===== config.mk =====
export PLATFORM = sky130hd
export DESIGN_NAME = bankers_resource_grant_core_flat
export DESIGN_NICKNAME = d
export VERILOG_FILES = /design/src/brg_pkg.sv /design/src/brg_cmd_if.sv /design/src/brg_rsp_if.sv /design/src/bankers_resource_grant_core.sv /design/src/flat_wrapper.sv
export SDC_FILE = /design/constraint.sdc
export NUM_CORES = 2
export LEC_CHECK = 0
export ABC_AREA = 0
export BUFFER_PORTS_ARGS = -buffer_cell sky130_fd_sc_hd__buf_4
export CORE_MARGIN = 2
export CORE_UTILIZATION = 27
export CTS_BUF_LIST = sky130_fd_sc_hd__clkbuf_4 sky130_fd_sc_hd__clkbuf_8
export CTS_CLUSTER_DIAMETER = 200
export DETAILED_ROUTE_END_ITERATION = 12
export PLACE_DENSITY_LB_ADDON = 0.05
export SYNTH_ARGS = -nofsm -noshare
export SYNTH_HDL_FRONTEND = slang
export SYNTH_SLANG_ARGS = --single-unit

===== constraint.sdc =====
create_clock -name clk -period 7.97 [get_ports clk]
set_input_delay 1.1955 -clock clk [delete_from_list [all_inputs] [get_ports clk]]
set_output_delay 1.1955 -clock clk [all_outputs]
set_load 0.02 [all_outputs]

===== src/brg_pkg.sv =====
// Shared widths, operation codes and status codes of the resource grant core.
package brg_pkg;

  localparam int OP_W       = 3;
  localparam int PROC_W     = 3;
  localparam int RES_W      = 2;
  localparam int AMT_W      = 8;
  localparam int STATUS_W   = 3;
  localparam int WORK_W     = 16;
  localparam int CFG_PROCS_W = 4;
  localparam int CFG_RES_W  = 3;
  localparam int FIELD_PROCS = 8;
  localparam int FIELD_RES  = 4;
  localparam int APB_ADDR_W = 3;
  localparam int APB_DATA_W = 32;

  localparam logic [OP_W-1:0] OP_WR_ALLOC = 3'd0;
  localparam logic [OP_W-1:0] OP_WR_NEED  = 3'd1;
  localparam logic [OP_W-1:0] OP_WR_AVAIL = 3'd2;
  localparam logic [OP_W-1:0] OP_REQUEST  = 3'd3;
  localparam logic [OP_W-1:0] OP_QUERY    = 3'd4;

  localparam logic [STATUS_W-1:0] ST_GRANTED       = 3'd0;
  localparam logic [STATUS_W-1:0] ST_EXCEEDS_NEED  = 3'd1;
  localparam logic [STATUS_W-1:0] ST_EXCEEDS_AVAIL = 3'd2;
  localparam logic [STATUS_W-1:0] ST_ROLLED_BACK   = 3'd3;
  localparam logic [STATUS_W-1:0] ST_SAFE          = 3'd4;
  localparam logic [STATUS_W-1:0] ST_UNSAFE        = 3'd5;

  localparam logic REG_ACTIVE_PROCS = 1'b0;
  localparam logic REG_ACTIVE_RES   = 1'b1;

  localparam logic [CFG_PROCS_W-1:0] RESET_PROCS = 4'd8;
  localparam logic [CFG_RES_W-1:0]   RESET_RES   = 3'd4;

endpackage


===== src/brg_cmd_if.sv =====
// Command channel carrying table writes, request elements and safety queries.
interface brg_cmd_if;
  logic                        valid;
  logic                        ready;
  logic [brg_pkg::OP_W-1:0]    op;
  logic [brg_pkg::PROC_W-1:0]  process;
  logic [brg_pkg::RES_W-1:0]   resource;
  logic [brg_pkg::AMT_W-1:0]   amount;
  logic                        last;

  modport source(output valid, op, process, resource, amount, last, input ready);
  modport sink(input valid, op, process, resource, amount, last, output ready);
endinterface


===== src/brg_rsp_if.sv =====
// Result channel carrying grant status and the safe sequence.
interface brg_rsp_if;
  logic                          valid;
  logic                          ready;
  logic [brg_pkg::STATUS_W-1:0]  status;
  logic [brg_pkg::PROC_W-1:0]    seq_process;
  logic                          last_res;

  modport source(output valid, status, seq_process, last_res, input ready);
  modport sink(input valid, status, seq_process, last_res, output ready);
endinterface


===== src/bankers_resource_grant_core.sv =====
// Banker's algorithm grant engine with tables held in synchronous memories.
//
//   Channel  Direction  Beat contents
//   cmd      in         op, process, resource, amount, last
//   rsp      out        status, seq_process, last_res
//   apb      in/out     active_procs at 0x0, active_resources at 0x4
//
// A table write is taken in S_IDLE. A request decision reads and checks the row
// (S_DEC_RD, S_DEC) before the scan; a query takes the scan alone. The scan reads
// each process row (S_RD) and tests it (S_EV), and restarts at process 0 after
// each fit. Results then leave one beat at a time (S_LOAD, S_OUT), each held until
// taken. Reset clears all tables. While results wait, no command is taken.
module bankers_resource_grant_core #(
  parameter int MAX_PROCS = 8,
  parameter int MAX_RES   = 4
) (
  input  logic                             clk,
  input  logic                             rst,
  input  logic                             psel,
  input  logic                             penable,
  input  logic                             pwrite,
  input  logic [brg_pkg::APB_ADDR_W-1:0]   paddr,
  input  logic [brg_pkg::APB_DATA_W-1:0]   pwdata,
  output logic [brg_pkg::APB_DATA_W-1:0]   prdata,
  output logic                             pready,
  brg_cmd_if.sink                          cmd,
  brg_rsp_if.source                        rsp
);

  localparam int PR = (MAX_PROCS < brg_pkg::FIELD_PROCS) ? MAX_PROCS : brg_pkg::FIELD_PROCS;
  localparam int RR = (MAX_RES < brg_pkg::FIELD_RES) ? MAX_RES : brg_pkg::FIELD_RES;
  localparam int PW = $clog2(PR);
  localparam int RW = (RR > 1) ? $clog2(RR) : 1;
  localparam int CW = $clog2(PR + 1);
  localparam int NW = $clog2(RR + 1);
  localparam int AW = brg_pkg::AMT_W;
  localparam int WW = brg_pkg::WORK_W;

  typedef enum logic [2:0] {S_IDLE, S_DEC_RD, S_DEC, S_RD, S_EV, S_LOAD, S_OUT} state_t;

  state_t state;

  logic [brg_pkg::CFG_PROCS_W-1:0] active_procs;
  logic [brg_pkg::CFG_RES_W-1:0]   active_resources;
  logic [CW-1:0] np;
  logic [NW-1:0] nr;

  logic [AW-1:0] alloc_mem [PR][RR];
  logic [AW-1:0] need_mem [PR][RR];
  logic [RR-1:0] ent_valid [PR];
  logic [RR-1:0] need_valid [PR];
  logic [AW-1:0] alloc_rd [RR];
  logic [AW-1:0] need_rd [RR];
  logic [RR-1:0] valid_rd;
  logic [RR-1:0] need_valid_rd;

  logic [AW-1:0] avail [RR];
  logic [AW-1:0] req_buf [RR];
  logic [AW-1:0] t_alloc [RR];
  logic [AW-1:0] t_need [RR];
  logic [AW-1:0] t_avail [RR];
  logic [WW-1:0] work [RR];
  logic [PR-1:0] fin;
  logic [PW-1:0] seq_buf [PR];
  logic [brg_pkg::PROC_W-1:0] p_reg;
  logic          use_trial;
  logic [PW-1:0] idx;
  logic [CW-1:0] cnt;
  logic [CW-1:0] emit_k;
  logic          single;
  logic [brg_pkg::STATUS_W-1:0] st_code;

  logic                        rsp_valid;
  logic [brg_pkg::STATUS_W-1:0] rsp_status;
  logic [brg_pkg::PROC_W-1:0]  rsp_seq;
  logic                        rsp_last;

  logic cmd_acc;
  logic p_ok;
  logic r_ok;
  logic [PW-1:0] cmd_p;
  logic [RW-1:0] cmd_r;

  logic [AW-1:0] alloc_row [RR];
  logic [AW-1:0] need_row [RR];
  logic [AW-1:0] ev_alloc [RR];
  logic [AW-1:0] ev_need [RR];
  logic [AW-1:0] c_alloc [RR];
  logic [AW-1:0] c_need [RR];
  logic [AW-1:0] c_avail [RR];
  logic [brg_pkg::STATUS_W-1:0] chk_status;
  logic          fits;
  logic          hit;
  logic          done_safe;

  logic          rd_en;
  logic [PW-1:0] rd_addr;
  logic [RR-1:0] wr_alloc_en;
  logic [RR-1:0] wr_need_en;
  logic [PW-1:0] wr_addr;
  logic [AW-1:0] wr_alloc_d [RR];
  logic [AW-1:0] wr_need_d [RR];

  assign pready = 1'b1;
  assign prdata = (paddr[2] == brg_pkg::REG_ACTIVE_PROCS)
                  ? brg_pkg::APB_DATA_W'(active_procs)
                  : brg_pkg::APB_DATA_W'(active_resources);

  always_comb begin
    if (active_procs == '0) begin
      np = CW'(1);
    end else if (active_procs > PR) begin
      np = CW'(PR);
    end else begin
      np = active_procs[CW-1:0];
    end
    if (active_resources == '0) begin
      nr = NW'(1);
    end else if (active_resources > RR) begin
      nr = NW'(RR);
    end else begin
      nr = active_resources[NW-1:0];
    end
  end

  assign cmd.ready = (state == S_IDLE);
  assign cmd_acc   = cmd.valid && cmd.ready;
  assign p_ok      = (cmd.process < PR);
  assign r_ok      = (cmd.resource < RR);
  assign cmd_p     = cmd.process[PW-1:0];
  assign cmd_r     = cmd.resource[RW-1:0];

  assign rsp.valid       = rsp_valid;
  assign rsp.status      = rsp_status;
  assign rsp.seq_process = rsp_seq;
  assign rsp.last_res    = rsp_last;

  // Row data with never-written entries reading as zero, and trial values.
  always_comb begin
    hit = use_trial && (idx == p_reg[PW-1:0]);
    for (int j = 0; j < RR; j++) begin
      alloc_row[j] = valid_rd[j] ? alloc_rd[j] : '0;
      need_row[j]  = need_valid_rd[j] ? need_rd[j] : '0;
      ev_alloc[j]  = hit ? t_alloc[j] : alloc_row[j];
      ev_need[j]   = hit ? t_need[j] : need_row[j];
    end
  end

  always_comb begin
    logic [AW:0] sum;
    chk_status = brg_pkg::ST_GRANTED;
    sum = '0;
    if (p_reg >= np) begin
      chk_status = brg_pkg::ST_EXCEEDS_NEED;
    end
    for (int j = 0; j < RR; j++) begin
      c_alloc[j] = alloc_row[j];
      c_need[j]  = need_row[j];
      c_avail[j] = avail[j];
      if (j < nr) begin
        if (chk_status == brg_pkg::ST_GRANTED) begin
          if (req_buf[j] > need_row[j]) begin
            chk_status = brg_pkg::ST_EXCEEDS_NEED;
          end else if (req_buf[j] > avail[j]) begin
            chk_status = brg_pkg::ST_EXCEEDS_AVAIL;
          end
        end
        sum = {1'b0, alloc_row[j]} + {1'b0, req_buf[j]};
        c_alloc[j] = sum[AW] ? {AW{1'b1}} : sum[AW-1:0];
        c_need[j]  = need_row[j] - req_buf[j];
        c_avail[j] = avail[j] - req_buf[j];
      end
    end
  end

  always_comb begin
    fits = !fin[idx];
    for (int j = 0; j < RR; j++) begin
      if ((j < nr) && ({{(WW-AW){1'b0}}, ev_need[j]} > work[j])) begin
        fits = 1'b0;
      end
    end
    done_safe = (state == S_EV) && fits && ((cnt + CW'(1)) == np);
  end

  assign rd_en   = (state == S_DEC_RD) || (state == S_RD);
  assign rd_addr = (state == S_DEC_RD) ? p_reg[PW-1:0] : idx;

  always_comb begin
    wr_alloc_en = '0;
    wr_need_en  = '0;
    wr_addr     = cmd_p;
    for (int j = 0; j < RR; j++) begin
      wr_alloc_d[j] = cmd.amount;
      wr_need_d[j]  = cmd.amount;
    end
    if (done_safe && use_trial) begin
      wr_alloc_en = '1;
      wr_need_en  = '1;
      wr_addr     = p_reg[PW-1:0];
      for (int j = 0; j < RR; j++) begin
        wr_alloc_d[j] = t_alloc[j];
        wr_need_d[j]  = t_need[j];
      end
    end else if (cmd_acc && p_ok && r_ok) begin
      if (cmd.op == brg_pkg::OP_WR_ALLOC) begin
        wr_alloc_en[cmd_r] = 1'b1;
      end else if (cmd.op == brg_pkg::OP_WR_NEED) begin
        wr_need_en[cmd_r] = 1'b1;
      end
    end
  end

  always_ff @(posedge clk) begin
    for (int j = 0; j < RR; j++) begin
      if (wr_alloc_en[j]) begin
        alloc_mem[wr_addr][j] <= wr_alloc_d[j];
      end
      if (wr_need_en[j]) begin
        need_mem[wr_addr][j] <= wr_need_d[j];
      end
    end
    if (rd_en) begin
      alloc_rd      <= alloc_mem[rd_addr];
      need_rd       <= need_mem[rd_addr];
      valid_rd      <= ent_valid[rd_addr];
      need_valid_rd <= need_valid[rd_addr];
    end
  end

  always_ff @(posedge clk) begin
    if (rst) begin
      state            <= S_IDLE;
      active_procs     <= brg_pkg::RESET_PROCS;
      active_resources <= brg_pkg::RESET_RES;
      rsp_valid        <= 1'b0;
      use_trial        <= 1'b0;
      single           <= 1'b0;
      fin              <= '0;
      idx              <= '0;
      cnt              <= '0;
      emit_k           <= '0;
      for (int p = 0; p < PR; p++) begin
        ent_valid[p]  <= '0;
        need_valid[p] <= '0;
      end
      for (int j = 0; j < RR; j++) begin
        avail[j]   <= '0;
        req_buf[j] <= '0;
      end
    end else begin
      if (psel && penable && pwrite) begin
        if (paddr[2] == brg_pkg::REG_ACTIVE_PROCS) begin
          active_procs <= pwdata[brg_pkg::CFG_PROCS_W-1:0];
        end else begin
          active_resources <= pwdata[brg_pkg::CFG_RES_W-1:0];
        end
      end
      unique case (state)
        S_IDLE: begin
          if (cmd_acc) begin
            if ((cmd.op == brg_pkg::OP_WR_ALLOC) || (cmd.op == brg_pkg::OP_WR_NEED)) begin
              if (p_ok && r_ok) begin
                if (cmd.op == brg_pkg::OP_WR_ALLOC) begin
                  ent_valid[cmd_p][cmd_r] <= 1'b1;
                end else begin
                  need_valid[cmd_p][cmd_r] <= 1'b1;
                end
              end
            end else if (cmd.op == brg_pkg::OP_WR_AVAIL) begin
              if (r_ok) begin
                avail[cmd_r] <= cmd.amount;
              end
            end else if (cmd.op == brg_pkg::OP_REQUEST) begin
              if (r_ok) begin
                req_buf[cmd_r] <= cmd.amount;
              end
              if (cmd.last) begin
                p_reg <= cmd.process;
                state <= S_DEC_RD;
              end
            end else if (cmd.op == brg_pkg::OP_QUERY) begin
              use_trial <= 1'b0;
              fin       <= '0;
              idx       <= '0;
              cnt       <= '0;
              for (int j = 0; j < RR; j++) begin
                work[j] <= WW'(avail[j]);
              end
              state <= S_RD;
            end
          end
        end
        S_DEC_RD: begin
          state <= S_DEC;
        end
        S_DEC: begin
          for (int j = 0; j < RR; j++) begin
            req_buf[j] <= '0;
          end
          if (chk_status != brg_pkg::ST_GRANTED) begin
            st_code <= chk_status;
            single  <= 1'b1;
            emit_k  <= '0;
            state   <= S_LOAD;
          end else begin
            use_trial <= 1'b1;
            fin       <= '0;
            idx       <= '0;
            cnt       <= '0;
            for (int j = 0; j < RR; j++) begin
              t_alloc[j] <= c_alloc[j];
              t_need[j]  <= c_need[j];
              t_avail[j] <= c_avail[j];
              work[j]    <= WW'(c_avail[j]);
            end
            state <= S_RD;
          end
        end
        S_RD: begin
          state <= S_EV;
        end
        S_EV: begin
          if (fits) begin
            for (int j = 0; j < RR; j++) begin
              if (j < nr) begin
                work[j] <= work[j] + WW'(ev_alloc[j]);
              end
            end
            fin[idx]                <= 1'b1;
            seq_buf[cnt[PW-1:0]]    <= idx;
            if (done_safe) begin
              if (use_trial) begin
                for (int j = 0; j < RR; j++) begin
                  avail[j] <= t_avail[j];
                end
                for (int j = 0; j < RR; j++) begin
                  ent_valid[p_reg[PW-1:0]][j]  <= 1'b1;
                  need_valid[p_reg[PW-1:0]][j] <= 1'b1;
                end
              end
              st_code <= use_trial ? brg_pkg::ST_GRANTED : brg_pkg::ST_SAFE;
              single  <= 1'b0;
              emit_k  <= '0;
              state   <= S_LOAD;
            end else begin
              cnt   <= cnt + CW'(1);
              idx   <= '0;
              state <= S_RD;
            end
          end else if ((CW'(idx) + CW'(1)) == np) begin
            st_code <= use_trial ? brg_pkg::ST_ROLLED_BACK : brg_pkg::ST_UNSAFE;
            single  <= 1'b1;
            emit_k  <= '0;
            state   <= S_LOAD;
          end else begin
            idx   <= idx + PW'(1);
            state <= S_RD;
          end
        end
        S_LOAD: begin
          rsp_valid  <= 1'b1;
          rsp_status <= st_code;
          rsp_seq    <= single ? '0 : brg_pkg::PROC_W'(seq_buf[emit_k[PW-1:0]]);
          rsp_last   <= single || ((emit_k + CW'(1)) == np);
          state      <= S_OUT;
        end
        S_OUT: begin
          if (rsp.ready) begin
            rsp_valid <= 1'b0;
            if (rsp_last) begin
              state <= S_IDLE;
            end else begin
              emit_k <= emit_k + CW'(1);
              state  <= S_LOAD;
            end
          end
        end
        default: begin
          state <= S_IDLE;
        end
      endcase
    end
  end

endmodule


===== src/flat_wrapper.sv =====
// flat-port wrapper written by rule: the top's interface ports become plain ports
module bankers_resource_grant_core_flat 
#(
  parameter int MAX_PROCS = 8,
  parameter int MAX_RES   = 4
)
  (clk, rst, psel, penable, pwrite, paddr, pwdata, prdata, pready, cmd_valid, cmd_op, cmd_process, cmd_resource, cmd_amount, cmd_last, cmd_ready, rsp_valid, rsp_status, rsp_seq_process, rsp_last_res, rsp_ready);
  brg_cmd_if cmd_i ();
  brg_rsp_if rsp_i ();
  input  logic clk;
  input  logic rst;
  input  logic psel;
  input  logic penable;
  input  logic pwrite;
  input  logic [brg_pkg::APB_ADDR_W-1:0] paddr;
  input  logic [brg_pkg::APB_DATA_W-1:0] pwdata;
  output logic [brg_pkg::APB_DATA_W-1:0] prdata;
  output logic pready;
  input wire logic [$bits(cmd_i.valid)-1:0] cmd_valid;
  input wire logic [$bits(cmd_i.op)-1:0] cmd_op;
  input wire logic [$bits(cmd_i.process)-1:0] cmd_process;
  input wire logic [$bits(cmd_i.resource)-1:0] cmd_resource;
  input wire logic [$bits(cmd_i.amount)-1:0] cmd_amount;
  input wire logic [$bits(cmd_i.last)-1:0] cmd_last;
  output wire logic [$bits(cmd_i.ready)-1:0] cmd_ready;
  output wire logic [$bits(rsp_i.valid)-1:0] rsp_valid;
  output wire logic [$bits(rsp_i.status)-1:0] rsp_status;
  output wire logic [$bits(rsp_i.seq_process)-1:0] rsp_seq_process;
  output wire logic [$bits(rsp_i.last_res)-1:0] rsp_last_res;
  input wire logic [$bits(rsp_i.ready)-1:0] rsp_ready;
  assign cmd_i.valid = cmd_valid;
  assign cmd_i.op = cmd_op;
  assign cmd_i.process = cmd_process;
  assign cmd_i.resource = cmd_resource;
  assign cmd_i.amount = cmd_amount;
  assign cmd_i.last = cmd_last;
  assign cmd_ready = cmd_i.ready;
  assign rsp_valid = rsp_i.valid;
  assign rsp_status = rsp_i.status;
  assign rsp_seq_process = rsp_i.seq_process;
  assign rsp_last_res = rsp_i.last_res;
  assign rsp_i.ready = rsp_ready;
  bankers_resource_grant_core #(.MAX_PROCS(MAX_PROCS), .MAX_RES(MAX_RES)) u_core (.clk(clk), .rst(rst), .psel(psel), .penable(penable), .pwrite(pwrite), .paddr(paddr), .pwdata(pwdata), .prdata(prdata), .pready(pready), .cmd(cmd_i), .rsp(rsp_i));
endmodule

---- After elaboration in Yosys (flattened, before gate mapping) ----
Memories as Yosys holds them, arrays and structs flattened. A register that Yosys moved wholly into a read port is not among the register bits.
Index checks and enable logic that the tools add are counted.
storage, ports and cells
  bits in registers ....................... 42
  bits in latches ......................... 0
  bits in writable memories ............... 824
  bits in read-only memories .............. 0
  bits of input ports ..................... 59
  output and inout bits ................... 42
  word-level logic and storage cells ...... 435
  memories ................................ 11
memories
  name               words  width  read ports  clocked after Yosys merged registers in  wr ports  line                               text
  u_core.alloc_mem   8      32     1           1                                        1         bankers_resource_grant_core.sv:48  logic [AW-1:0] alloc_mem [PR][RR];
  u_core.need_mem    8      32     1           1                                        1         bankers_resource_grant_core.sv:49  logic [AW-1:0] need_mem [PR][RR];
  u_core.work        4      16     4           0                                        4         bankers_resource_grant_core.sv:62  logic [WW-1:0] work [RR];
  u_core.avail       4      8      4           0                                        4         bankers_resource_grant_core.sv:57  logic [AW-1:0] avail [RR];
  u_core.ent_valid   8      4      1           1                                        8         bankers_resource_grant_core.sv:50  logic [RR-1:0] ent_valid [PR];
  u_core.need_valid  8      4      1           1                                        8         bankers_resource_grant_core.sv:51  logic [RR-1:0] need_valid [PR];
  5 more memories    --     --     --          --                                       --        --
cells by class
  add/subtract/negate cells ............... 20
  $mul .................................... 0
  div/mod/pow operators ................... 0
  order comparisons ....................... 23
  equality and inequality tests ........... 31
  shift-type cells ........................ 0
  mux-type cells .......................... 265
  bitwise operators ....................... 21
  reductions and logical operators ........ 50
operator list
  operator              number
  $mux W8               49
  $mux W3               50
  $mux W4               34
  $mux W16              8
  $mux W1               107
  $add A16 B8 Y16       4
  $gt A8 B16 Y1         4
  $gt A8 B8 Y1          8
  $mux W32              2
  $sub A8 B8 Y8         8
  $add A8 B8 Y9         4
  $pmux W4 S3           2
  $pmux W8 S3           1
  $logic_not A3 Y1      7
  $pmux W3 S7           1
  $ne A2 B2 Y1 const B  9
  $reduce_and A9 Y1     2
  $or A1 B1 Y1          16
  $reduce_or A4 Y1      4
  $reduce_or A8 Y1      2
  $reduce_and A7 Y1     2
  $logic_and A1 B1 Y1   13
  $eq A3 B2 Y1 const B  4
  $eq A3 B3 Y1 const B  4
  37 further kinds      65

---- Logic depth before layout (Yosys ltp) ----
  depth after elaboration ................. 28
  gate-level depth with buffers ........... 21
  depth with buffers taken out ............ 16

---- Least setup slack after synthesis ----
OpenSTA, ideal clock, no wires.
  kind .................................... register to register
  start ................................... register u_core.need_valid_rd[1], read port of u_core.need_valid
  end ..................................... memory u_core.work[0][0] (netlist bit), enable pin
  library setup time ...................... 373 ps
  arrival ................................. 6212 ps
  required time ........................... 7597 ps
  setup slack ............................. 1385 ps
  stages on the path, launching flop included .. 15
  buffers on the path ..................... 2
  cell sequence ........................... edfxtp_1 > clkbuf_1 > nand2_1 > ha_1 > fa_1 > nand2b_1 > a21oi_1 > o41ai_1 > a2111oi_0 > and4b_1 > nand3_1 > clkinv_1 > clkbuf_1 > nor2_1 > nand2_1
RTL lines
  element             line                               text
  start: declaration  bankers_resource_grant_core.sv:55  logic [RR-1:0] need_valid_rd;
  end: declaration    bankers_resource_grant_core.sv:62

==> metrics.md <==
| Metric | Value |
|---|---|
| Dpl hpwl | `101 mm` |
| DRC viols | `0` |
| Layout cells sized above 1 | `19.0%` |
| Post-DP Area | `0.0480 mm2` |
| Final instance count without filler cells | `5850` |
| Worst skew pair latency | `0.92 ns` |
| IO buf count | `41` |
| RSZ-0062 raised after global routing | `no` |
| Hold Path Cell Cnt | `0` |
| Post-synth top flop | `edfxtp_1` |
| Hold Worst Slack | `0.431 ns` |
| Max-slew violations | `0` |
| Clock root cell | `clkbuf_8` |
| Die H | `411 um` |
| Post-Layout Inst Area | `0.0514 mm2` |
| Static leakage | `18.6 nW` |
| Worst Reg-to-Reg Cells | `14` |
| Post-cts resize count | `0` |
| CTS Buffer Depth | `3` |
| Setup WS pre-CTS | `1.66 ns` |
| Pwr Density | `227 mW/mm2` |
| Row count | `149` |
| Via density | `4.80` |
| Biggest regs | `u_core.alloc_mem x256, u_core.need_mem x256, u_core.work x64` |
| First-pass GRT wire length | `210 mm` |
| Postcts setup bufs | `0` |
| Die extent in x | `411 um` |
| Vias in the first global route | `29100` |
| Max cap viols | `0` |
| Via count | `28100` |
| CP Class | `reg -> reg` |
| Post-Synthesis Cells | `3353` |
| Maximum clock rate | `0.163 GHz` |
| Async SR Flop Fraction | `0%` |
| Final hold vios | `0` |
| Post-CTS Hold Buffers | `0` |
| Minimum clock period | `6.15 ns` |
| Cts bufs inserted | `174` |
| Post-synth EDFFs | `837` |
| Ys Warns | `0` |
| Peak VDD IR | `0.136 mV` |
| Starting Density | `27.2%` |
| Crit share post-route | `77.1%` |
| Setup Skew | `0.0439 ns` |
| Worst Tran Pin Value | `1.41 ns` |
| Crit path max fanout | `77` |
| Overall Global Routing Usage | `17.3%` |
| Critical path launch point type | `flip-flop` |
| Leading cell type by number of instances after synthesis | `edfxtp_1` |
| Mapped Area | `0.0448 mm2` |
| Clock-pin slew on the worst setup and hold paths | `0.06 ns` |
| DR iter-0 viols | `1991` |
| Largest net degree at the start of global routing | `144` |
| Top cells by count, synth | `edfxtp_1 (837), nand2_1 (398), o21ai_0 (195)` |
| I/O pin count | `101` |
| Status | `complete, no violations` |
| DP Cell Count | `5522` |
| Largest cells by area after synthesis | `edfxtp_1 (56%), mux4_2 (7.6%), dfxtp_1 (4.6%)` |
| Die ar. | `0.169 mm2` |
| Setup WS post-layout | `1.82 ns` |
| Core Area | `0.165 mm2` |
| Sequential cell area fraction in the yosys report | `60.8%` |
| Number of nets with antenna violations after routing | `0` |
| H-tree depth | `4` |
| Layout area overhead | `14.8%` |
| Req. time, crit path | `8.47 ns` |
| Largest area contributor in the netlist | `edfxtp_1` |
| Headroom to the max-slew limit | `5.58%` |
| WP data arrival | `6.65 ns` |
| DR WL/cell | `25.1 um` |
| Worst setup EP type | `flip-flop` |
| Final nets | `3750` |
| Detailed Routing Iterations Pass 1 | `7` |
| CTS tree | `done` |
| Grt ovf | `0` |
| Worst Hold Class | `reg -> reg` |
| Synth top area share | `56.1%` |
| Total routed wirelength | `147 mm` |
| CTS Sinks | `941` |
| Setup_tns | `0 ns` |
| Placer's final routability congestion estimate | `0.810` |
| Antenna violations before repair | `4` |
| Syn_area_per_cell | `13.4 um2` |
| Flop and latch count out of synthesis | `941` |
| Distinct cells, synth | `78` |
| # setup viols final | `0` |
==> cell usage in the layout (no fill, tap or decap), drive strengths merged, types with 104 or more instances in the layout <==
master  synthesis  final
ha            166    166
nor2          173    173
nand2         399    399
dfxtp         104    104
mux2          108    108
buf            65    124
edfxtp        837    837
mux4          152    152
o21ai         196    196
inv           165    174
a21oi         133    133
clkbuf        106    232
==> logic make-up (layout without fill, tap and decap cells) <==
| family | count (synthesis) | in the layout | synth area share, % |
|---|---|---|---|
| other cells | 2 | 34 | 0.0168 |
| flops | 941 | 941 | 60.8 |
| fa+ha+maj | 182 | 182 | 5.35 |
| buf+inv | 338 | 614 | 3.10 |
| compound gates | 590 | 590 | 8.29 |
| xor+xnor | 117 | 117 | 2.29 |
| mux | 291 | 291 | 11.1 |
| simple gates | 892 | 892 | 9.14 |
==> area by class of cell <==
cell class,instances,area (um2)
diodes,5,12.5
clock inverters,91,612
inverters,167,629
fillers,16500,113000
multi-input cells,2101,16400
flip-flops and latches,941,27200
well taps,2189,2740
clock buffers,232,2870
repair buffers,124,981
==> critical path, cell delays in order (launching register included) <==
cell       delay (ns)
edfxtp_1         0.78
xor2_1           0.17
nor3_2           0.28
buf_12           0.33
buf_4            0.40
mux2_2           0.40
ha_1             0.30
o21ai_0          0.16
o21ai_0          0.17
o2111ai_1        0.18
o211a_1          0.48
nand3_1          0.42
buf_4            0.36
nand2_1          0.76
nand2_1          0.50
==> metrics by stage <==
stage | total power, mW | utilization [%]
floorplan | 6.61 | -
global placement | 7.08 | 29.1
detailed placement | 7.09 | 29.1
CTS | 11.9 | 31.2
global route | 12.2 | 31.2
finish | 11.7 | 31.2
==> worst paths after layout <==
path | endpoint | startpoint | slack (ns)
max reg2reg | u_core.alloc_mem[4][9] | u_core.p_reg[2] | 1.82
min reg2reg | u_core.rsp.status[1] | u_core.st_code[1] | 0.43
max | u_core.alloc_mem[4][9] | u_core.p_reg[2] | 1.82
min | u_core.rsp.status[1] | u_core.st_code[1] | 0.43
==> power by group <==
group	switching (mW)	internal [mW]
Sequential	0.0709	5.51
Clock	2.20	2.52
Combinational	0.859	0.538
Total	3.13	8.57
==> per-layer routing <==
| layer | vias up | part of all wire [%] | track usage (%) |
|---|---|---|---|
| met5 | - | 0 | 0 |
| met4 | 0 | 2.1 | 4.77 |
| met3 | 197 | 4.3 | 2.78 |
| met2 | 628 | 46 | 27.5 |
| met1 | 14400 | 48 | 24.3 |
| li1 | 12800 | - | - |
No activity file was read; power rests on OpenSTA's default activity.
